[src/rtl/rbsi_pkg.sv]
`timescale 1ns / 1ps
package rbsi_pkg;

    localparam int NUM_AXES   = 3;
    localparam int DIV_STAGES = 32;
    // divider: load, one stage per quotient bit, saturate
    localparam int DIV_LAT    = DIV_STAGES + 2;
    // lanes plus two merge stages
    localparam int CORE_LAT   = DIV_LAT + 2;
    localparam int THR_W      = 17;
    localparam logic [THR_W-1:0] THR_RESET = 17'd1;

    localparam logic signed [31:0] T_MIN = 32'sh8000_0000;
    localparam logic signed [31:0] T_MAX = 32'sh7FFF_FFFF;

    typedef struct packed {
        logic signed [31:0] ray_origin_x;
        logic signed [31:0] ray_origin_y;
        logic signed [31:0] ray_origin_z;
        logic signed [31:0] ray_dir_x;
        logic signed [31:0] ray_dir_y;
        logic signed [31:0] ray_dir_z;
        logic signed [31:0] box_low_x;
        logic signed [31:0] box_low_y;
        logic signed [31:0] box_low_z;
        logic signed [31:0] box_high_x;
        logic signed [31:0] box_high_y;
        logic signed [31:0] box_high_z;
    } req_t;

    typedef struct packed {
        logic               hit;
        logic signed [31:0] t_near;
        logic [1:0]         entry_axis;
    } rsp_t;

    typedef struct packed {
        logic               skip;
        logic signed [31:0] t_in;
        logic signed [31:0] t_out;
    } lane_res_t;

endpackage

[src/rtl/rbsi_merge.sv]
`timescale 1ns / 1ps
module rbsi_merge (
    input  logic clk,
    input  logic en,
    input  rbsi_pkg::lane_res_t lane [rbsi_pkg::NUM_AXES],
    output rbsi_pkg::rsp_t rsp
);
    import rbsi_pkg::*;

    logic signed [31:0] tmin_next;
    logic signed [31:0] tmax_next;
    logic [1:0]         axis_next;
    logic signed [31:0] tmin_reg;
    logic signed [31:0] tmax_reg;
    logic [1:0]         axis_reg;
    logic               hit;
    rsp_t               rsp_reg;
    rsp_t               rsp_next;

    // strict compare keeps the earlier axis on ties
    always_comb
    begin
        tmin_next = T_MIN;
        tmax_next = T_MAX;
        axis_next = 2'd0;
        for (int i = 0; i < NUM_AXES; i++)
        begin
            if (!lane[i].skip)
            begin
                if (lane[i].t_in > tmin_next)
                begin
                    tmin_next = lane[i].t_in;
                    axis_next = 2'(i);
                end
                if (lane[i].t_out < tmax_next)
                    tmax_next = lane[i].t_out;
            end
        end
    end

    always_ff @(posedge clk)
    begin
        if (en)
        begin
            tmin_reg <= tmin_next;
            tmax_reg <= tmax_next;
            axis_reg <= axis_next;
        end
    end

    always_comb
    begin
        hit = !(tmax_reg < tmin_reg) && !(tmax_reg[31] && tmin_reg[31]);
        rsp_next.hit        = hit;
        rsp_next.t_near     = hit ? tmin_reg : 32'sd0;
        rsp_next.entry_axis = hit ? axis_reg : 2'd0;
    end

    always_ff @(posedge clk)
    begin
        if (en)
            rsp_reg <= rsp_next;
    end

    assign rsp = rsp_reg;

endmodule

[config.mk]
export PLATFORM = sky130hd
export DESIGN_NAME = rbsi_merge
export DESIGN_NICKNAME = d
export VERILOG_FILES = /design/src/rtl/rbsi_pkg.sv /design/src/rtl/rbsi_merge.sv
export SDC_FILE = /design/constraint.sdc
export NUM_CORES = 1
export LEC_CHECK = 0
export BUFFER_PORTS_ARGS = -buffer_cell sky130_fd_sc_hd__buf_4
export CORE_ASPECT_RATIO = 0.9
export CORE_MARGIN = 8
export CORE_UTILIZATION = 59
export DETAILED_ROUTE_END_ITERATION = 10
export GPL_TIMING_DRIVEN = 0
export PLACE_DENSITY_LB_ADDON = 0.25
export SETUP_SLACK_MARGIN = 0.5
export SLEW_MARGIN = 40
export SYNTH_ARGS = -nofsm -noshare
export SYNTH_HDL_FRONTEND = slang
export SYNTH_SLANG_ARGS = --single-unit
[constraint.sdc]
create_clock -name clk -period 14.8 [get_ports clk]
set_input_delay 2.22 -clock clk [delete_from_list [all_inputs] [get_ports clk]]
set_output_delay 2.22 -clock clk [all_outputs]
set_load 0.03 [all_outputs]
==> results.py, run 1 <==
metrics = {
    "route": {
        "finalWirelength_um": 29000,
        "first_pass_iters": 5,
        "drc_errors": 0,
        "drtAntennaViolNets": 0,
        "via_count": 8752,
        "drt_iter0_drc": 901,
        "avgViaCountPerCell": 6.04,
        "wl_per_cell_um": 20.0,
    },
    "die": {
        "core-area_um2": 15300,
        "io_pins": 232,
        "die_h_um": 135,
        "row_count": 43,
        "die-width_um": 148,
        "initial_core_util_pct": 60.1,
        "fp.dieArea_um2": 19900,
    },
    "min_path": {
        "whs_path_depth": 1,
        "hp-class": "register to register",
    },
    "synth": {
        "ys_seq_area_share_pct": 32.9,
        "synth_edf_count": 101,
        "syn-num-nets": 1355,
        "synth.most_common_cell": "ha_1",
        "ys_types": 61,
        "syn_area_um2": 9220,
        "synth_top_area_cell": "edfxtp_1",
        "synthTopCellsByArea": "edfxtp_1, ha_1, a21oi_1",
        "synth.top_cell.area_share_pct": 32.9,
        "ys_async_sr_fraction_pct": 0,
        "synth-main-ff-cell": "edfxtp_1",
        "synthTopCellsByCount": "ha_1, a21oi_1, inv_1",
        "avgSynthCellArea_um2": 9.22,
        "yosysWarnings": 0,
        "synthCells": 1000,
        "synth-seq-cells": 101,
    },
    "cells_and_area": {
        "nNetsFinal": 1597,
        "layout-drive-gt1-share_pct": 21.2,
        "largest_reg_flops": 35,
        "antennaDiodeCount": 0,
        "syn_to_final_growth_pct": 24.5,
    },
    "placement": {
        "gp_congestion": 0.946,
        "io_buffer_count": 231,
        "place_hpwl_um": 24100,
    },
    "sta": {
        "max_clock_freq_mhz": 108,
        "timing.slew.headroom_pct": 44.8,
        "final.setup.tns_ns": 0,
        "tightestPinTransition_ns": 0.827,
        "hold_viol_final": 0,
        "whs_ns": 0.536,
        "rsz0062_at_grt": "false",
        "fin_crit_sh_pct": 62.5,
        "report.final.slew_viol_count": 0,
        "fin_crit_ns": 9.25,
        "skew_ns": 0.0108,
        "setup_violations": 0,
    },
    "pwr": {
        "switching_share_pct": 36.4,
        "p_int_uw": 691,
        "clkPwrFrac_pct": 19.6,
        "finalPower_mw": 1.09,
        "pwr_density_cell_nw_per_um2": 94.8,
        "p_switching_uw": 396,
        "p_leak_nw": 5.51,
        "combPwrFrac_pct": 43.5,
        "vdd_ir_drop_max_uv": 86.5,
        "p_seq_share_pct": 36.9,
    },
    "worst_setup_path": {
        "crit_top_cell": "a21o_1",
        "cp-start-kind": "primary input",
        "arrival_ns": 9.33,
        "reg2reg_depth": 12,
        "end_kind": "register",
        "required_ns": 14.88,
        "crit_type": "primary input to register",
        "slowest_stage": "mux2i_1",
        "path_max_fanout": 10,
        "slowest_delay_ns": 0.58,
    },
    "clock_network": {
        "clk_root_buffer_cell": "clkbuf_16",
        "max-clock-path-buffers": 2,
        "hold_buffers": 0,
        "cts.sinks": 101,
        "htree_levels": 3,
        "cts_tree": "yes",
        "worstSkewPairLatency_ns": 0.34,
        "post_cts_buffers": 0,
        "numCtsBuffers": 9,
        "path_clk_slew_ns": 0.07,
        "cts_resized": 0,
    },
    "grt": {
        "grt_max_degree": 102,
        "track_usage_pct": 28.3,
        "grt_pass1_vias": 8921,
        "antenna_found_initial": 0,
        "grt_pass1_wl_um": 45300,
        "overflow": 0,
    },
    "status": {
        "status": "completed",
    },
    "run": {
        "cap_violations": 0,
    },
}
metal layers:
layer	GRT usage, %	wire [um]
met1	36.2	12100
met2	47.5	13900
met3	5.85	2240
met4	8.32	775
met5	0	0
critical path, delay by kind of cell:
family / cells / cell delay, ns
simple gates: 10 / 2.17
fa+ha+maj: 2 / 0.53
compound gates: 12 / 2.53
buf+inv: 5 / 1.30
mux: 1 / 0.58
power groups by stage:
stage	Combinational (mW)	Clock, mW	Sequential (mW)
finish	0.473	0.213	0.401
detailed placement	0.464	0	0.406
global placement	0.447	0	0.405
CTS	0.468	0.216	0.401
global route	0.519	0.228	0.405
floorplan	0.254	0	0.438
logic make-up after synthesis:
group,share of synthesized area (%)
AOI/OAI and AO/OA,21.2
xor gates and xnor gates,0.0951
adders and majority gates,21.5
buffers and inverters,6.61
DFF,32.9
muxes,4.06
and+or+nand+nor,13.7
final timing paths:
path,startpoint,endpoint,slack [ns]
worst max-delay path,lane[189],tmin_reg[31],5.55
worst min-delay path,axis_reg[1],rsp[1],0.54
worst max register to register,tmin_reg[17],rsp[26],11.37
worst min register to register,axis_reg[1],rsp[1],0.54
through the flow:
| stage | std cells | area (um^2) | setup slack (ns) | util [%] |
|---|---|---|---|---|
| finish | 1448 | 11500 | 5.55 | 74.8 |
| global route | 1448 | 11500 | 5.11 | 74.8 |
| detailed placement | 1433 | 11200 | 5.44 | 73.1 |
| CTS | 1448 | 11500 | 5.75 | 74.8 |
| global placement | 1433 | 11200 | 5.62 | 73.1 |
| floorplan | 1000 | 9220 | 7.20 | - |
cell usage in the layout (no fill, tap or decap), types with 2 or more instances in the layout:
cell	netlist	routed
nand3_1	7	7
nand4_1	38	38
ha_1	158	158
or3_1	2	2
mux2_2	2	2
o31ai_1	31	31
buf_4	0	230
and3_1	5	5
buf_2	4	4
o21ai_0	46	46
a21oi_1	106	106
nor2b_1	4	4
a211oi_1	2	2
o211ai_1	4	4
buf_12	3	3
o21ai_1	3	3
mux2i_1	34	34
clkinvlp_4	0	4
nand2_1	79	79
a31oi_1	5	5
and2_1	6	6
clkbuf_1	35	36
o2111ai_1	2	2
nor2_1	53	53
nor4_1	11	11
o22a_1	29	29
clkbuf_16	0	9
nand2b_1	5	5
o21a_1	6	6
nor3_1	35	35
edfxtp_1	101	101
a21o_1	51	51
inv_1	102	102
layout make-up:
type / count / area (um^2)
plain buffers: 44 / 226
well taps: 202 / 253
repair buffers: 231 / 1740
fillers: 1132 / 3860
inverters: 102 / 383
multi-input cells: 753 / 5570
clock buffers: 10 / 229
clock inverters: 5 / 38.8
flip-flops and latches: 101 / 3030
No activity file was read; power rests on OpenSTA's default activity.
==> run 2: changes to the inputs <==
CORE_UTILIZATION = 55   (was 59)
clock period = 9.38 ns   (was 14.8 ns; I/O delays follow)
==> run 2 against run 1 <==
Worst setup slack lost 4.5 ns. Highest routed layer unchanged. Clock skew grew 0.0022 ns. Wire length shrank 3.3%. Sequential power grew 57%. Largest cell class unchanged. Via count shrank 1.2%. Non-clock buffer count is the same. Critical path type unchanged. Die area grew 6.4%. Critical path depth is the same.
==> results.py, run 2 (same netlist as run 1, synthesis figures left out) <==
metrics = {
    "status": {
        "status": "completed",
    },
    "die": {
        "die_h_um": 139,
        "fp.dieArea_um2": 21200,
        "initial_core_util_pct": 55.3,
        "row_count": 45,
        "die-width_um": 152,
        "io_pins": 232,
        "core-area_um2": 16700,
    },
    "route": {
        "via_count": 8644,
        "wl_per_cell_um": 19.2,
        "avgViaCountPerCell": 5.93,
        "drtAntennaViolNets": 0,
        "first_pass_iters": 5,
        "drc_errors": 0,
        "finalWirelength_um": 28000,
        "drt_iter0_drc": 773,
    },
    "placement": {
        "io_buffer_count": 231,
        "post_dp_cell_area_um2": 11200,
        "place_hpwl_um": 23300,
        "gp_congestion": 0.926,
    },
    "cells_and_area": {
        "syn_to_final_growth_pct": 25.4,
        "layout-drive-gt1-share_pct": 21.3,
        "antennaDiodeCount": 0,
        "nNetsFinal": 1597,
        "final_common_cell": "buf_4",
        "final_util_pct": 69.4,
        "layout_common_cells": "buf_4, ha_1, a21oi_1",
        "largest_reg_flops": 35,
        "final_cell_area_um2": 11600,
    },
    "worst_setup_path": {
        "critPathTopFamily": "compound AO/OA/AOI/OAI gates",
        "path_max_fanout": 10,
        "arrival_ns": 8.39,
        "slowest_stage": "clkbuf_1",
        "crit_type": "primary input to register",
        "slowest_delay_ns": 0.51,
        "reg2reg_depth": 11,
        "r2r-end": "rsp[16]",
        "path_depth": 30,
        "startpoint": "lane[189]",
        "cp_num_buf_inv": 4,
        "r2r_start": "tmax_reg[17]",
        "end_kind": "register",
        "r2r_slack_ns": 5.92,
        "cp-start-kind": "primary input",
        "required_ns": 9.46,
    },
    "sta": {
        "final.setup.tns_ns": 0,
        "hold_viol_final": 0,
        "skew_ns": 0.0130,
        "timing.slew.headroom_pct": 47.1,
        "fin_crit_ns": 8.31,
        "fin_crit_sh_pct": 88.6,
        "report.final.slew_viol_count": 0,
        "rsz0062_at_grt": "false",
        "tightestPinTransition_ns": 0.794,
        "setup_violations": 0,
        "max_clock_freq_mhz": 120,
    },
    "clock_network": {
        "worstSkewPairLatency_ns": 0.35,
        "cts.sinks": 101,
        "numCtsBuffers": 9,
        "path_clk_slew_ns": 0.07,
        "htree_levels": 3,
        "cts_tree": "yes",
        "clk_root_buffer_cell": "clkbuf_16",
        "max-clock-path-buffers": 2,
    },
    "grt": {
        "antenna_found_initial": 0,
        "grt_pass1_vias": 8722,
        "overflow": 0,
        "track_usage_pct": 25.4,
        "grt_pass1_wl_um": 43700,
        "grt_max_degree": 102,
    },
    "pwr": {
        "pwr_density_cell_nw_per_um2": 153,
        "vdd_ir_drop_max_uv": 136,
        "p_leak_nw": 5.54,
    },
    "min_path": {
        "hp-start": "axis_reg[0]",
        "hold_end": "rsp[0]",
        "hp-class": "register to register",
        "whs_path_depth": 1,
    },
    "run": {
        "cap_violations": 0,
    },
}
run 2: changes by cell type in the layout (fill, tap and decap cells not counted), sizes merged:
cell / before / now
clkinv: 1 / 3
clkinvlp: 4 / 1
inv: 102 / 103
clkbuf: 46 / 45
bufinv: 0 / 2
run 2: report_power, final:
part | total (mW) | switching [mW] | leakage (nW) | internal [mW]
registers | 0.631 | 0.0273 | 1.01 | 0.604
clock network | 0.396 | 0.161 | 0.154 | 0.235
logic | 0.746 | 0.438 | 4.38 | 0.308
run 2: how the worst max path moves through the flow:
stage | end | slack, ns
final | tmin_reg[17] | 1.07
after global routing | tmin_reg[31] | 0.51
after CTS | tmin_reg[17] | 1.23
after detailed placement | tmin_reg[31] | 0.88
after global placement | tmin_reg[31] | 0.98
after floorplan | tmin_reg[30] | 2.60
run 2: metal layers:
metal  up-vias  global-route usage [%]  part of all wire [%]
li1       4232                       -                     -
met1      4039                    32.7                    44
met2       342                    43.2                    48
met3        31                    5.08                   6.9
met4         0                    5.98                   1.8
met5         -                       0                     0
run 2: cell type report:
type                    count  area [um^2]
plain buffers              44          226
well taps                 211          264
clock buffers               9          225
repair buffers            231         1740
inverters                 102          383
clock inverters             7         97.6
flip-flops and latches    101         3030
fillers                  1358         5110
multi-input cells         753         5590
run 2: metrics by stage:
step	power (mW)	worst slack (ns)	hold slack (ns)	std cells
after CTS	1.77	1.23	0.523	1458
final	1.77	1.07	0.531	1458
after global placement	1.35	0.977	0.505	1442
after floorplan	1.09	2.60	0.497	1000
after detailed placement	1.37	0.877	0.507	1442
after global routing	1.88	0.505	0.542	1458
run 2: repair_timing:
item | in CTS | in global routing
resized for setup | 0 | 1
hold buffers | 0 | 0
setup buffers | 0 | 0
hold endpoints to repair | 0 | 0
endpoints found under the setup margin | 0 | 6
==> run 3: changes to the inputs <==
CORE_UTILIZATION = 38   (was 55)
==> run 3 against run 2 <==
Register-to-register slack about the same. Sequential cell count stayed put. Design area rose by 0.84%. Via count is 1.9% lower. Worst setup slack gained 0.32 ns. Total power down 0.65%. Clock power about the same. First-iteration DRC count shrank 22%. Wire length is 4.1% higher. Final cell count is 6.7% higher. Clock skew fell by 0.0033 ns. Critical path type unchanged. Critical endpoint is now tmin_reg[13].
==> results.py, run 3 (same netlist as run 1, synthesis figures left out) <==
metrics = {
    "grt": {
        "track_usage_pct": 19.0,
        "grt_pass1_vias": 8610,
        "grt_max_degree": 102,
        "grt_pass1_wl_um": 44800,
        "overflow": 0,
        "antenna_found_initial": 0,
    },
    "cells_and_area": {
        "nNetsFinal": 1597,
        "layout-drive-gt1-share_pct": 21.3,
        "regArea_um2": 3030,
        "layout_common_cells": "buf_4, ha_1, a21oi_1",
        "fillers": 2394,
        "final_common_cell": "buf_4",
        "syn_to_final_growth_pct": 26.5,
        "antennaDiodeCount": 0,
        "largest_reg_flops": 35,
        "final_util_pct": 48.5,
        "multi_input_area_um2": 5570,
    },
    "worst_setup_path": {
        "required_ns": 9.46,
        "path_max_fanout": 10,
        "crit_type": "primary input to register",
        "slowest_delay_ns": 0.53,
        "critPathTopFamily": "compound AO/OA/AOI/OAI gates",
        "cp_num_buf_inv": 4,
        "arrival_ns": 8.07,
        "slowest_stage": "mux2i_1",
        "end_kind": "register",
        "cp-start-kind": "primary input",
    },
    "route": {
        "via_count": 8476,
        "avgViaCountPerCell": 5.45,
        "drtAntennaViolNets": 0,
        "wl_per_cell_um": 18.8,
        "drc_errors": 0,
        "drt_iter0_drc": 603,
        "finalWirelength_um": 29200,
        "first_pass_iters": 5,
    },
    "pwr": {
        "pwr_density_cell_nw_per_um2": 151,
        "p_leak_nw": 5.55,
        "vdd_ir_drop_max_uv": 126,
    },
    "clock_network": {
        "clk_root_buffer_cell": "clkbuf_16",
        "hold_buffers": 0,
        "post_cts_buffers": 0,
        "path_clk_slew_ns": 0.07,
        "cts_resized": 0,
        "worstSkewPairLatency_ns": 0.34,
        "htree_levels": 3,
        "cts.sinks": 101,
        "cts_tree": "yes",
        "numCtsBuffers": 9,
        "max-clock-path-buffers": 2,
    },
    "sta": {
        "rsz0062_at_grt": "false",
        "setup_violations": 0,
        "report.final.slew_viol_count": 0,
        "whs_ns": 0.537,
        "skew_ns": 0.00972,
        "fin_crit_sh_pct": 85.2,
        "timing.slew.headroom_pct": 46.5,
        "tightestPinTransition_ns": 0.802,
        "max_clock_freq_mhz": 125,
        "fin_crit_ns": 7.99,
        "final.setup.tns_ns": 0,
        "hold_viol_final": 0,
    },
    "die": {
        "die-width_um": 180,
        "core-area_um2": 24100,
        "initial_core_util_pct": 38.3,
        "row_count": 54,
        "fp.dieArea_um2": 29500,
        "io_pins": 232,
        "die_h_um": 164,
    },
    "min_path": {
        "hp-class": "register to register",
    },
    "run": {
        "cap_violations": 0,
    },
    "placement": {
        "place_hpwl_um": 24900,
        "io_buffer_count": 231,
        "gp_congestion": 0.910,
    },
    "status": {
        "status": "completed",
    },
}
## run 3: where the power goes
group	total (mW)	internal [mW]	switching, mW
logic	0.736	0.306	0.430
clock network	0.394	0.234	0.160
registers	0.632	0.604	0.0280
total	1.76	1.14	0.618
## run 3: final cells by class
cell class                 instances  area share [%]
sequential                       101            26.0
inverter                         102            3.28
tap                              308            3.31
buffer                            44            1.94
clock inverter                     6           0.741
timing repair buffer             231            14.9
clock buffer                      10            1.96
multi-input combinational        753            47.8
## run 3: worst register-to-register path, stage by stage, from the launching register on
cell	delay, ns
edfxtp_1	0.36
inv_1	0.09
ha_1	0.25
a21o_1	0.18
a21o_1	0.17
a21o_1	0.17
a21o_1	0.16
a21o_1	0.17
a21oi_1	0.13
o211ai_1	0.18
a2111oi_2	0.73
clkbuf_1	0.44
nor3_1	0.15
## run 3: metal layers
layer	wire [um]	part of all wire (%)	vias up	global-route usage, %
li1	-	-	4231	-
met1	13000	45	3936	24.7
met2	13600	47	262	31.8
met3	1650	5.7	47	3.83
met4	867	3.0	0	5.82
met5	0	0	-	0
## run 3: metrics by stage
step | cell area, um^2 | std cells | power, mW | worst slack [ns]
after floorplan | 9220 | 1000 | 1.09 | 2.60
after global placement | 11300 | 1539 | 1.36 | 1.20
after detailed placement | 11300 | 1539 | 1.37 | 1.09
after CTS | 11700 | 1555 | 1.77 | 1.43
after global routing | 11700 | 1555 | 1.88 | 0.695
final | 11700 | 1555 | 1.76 | 1.39
## run 3: final timing paths
kind / to / from / slack, ns / depth (start not counted)
min: rsp[1] / axis_reg[1] / 0.54 / 1
max reg2reg: rsp[13] / tmin_reg[17] / 5.92 / 12
max: tmin_reg[13] / lane[188] / 1.39 / 30
min reg2reg: rsp[1] / axis_reg[1] / 0.54 / 1
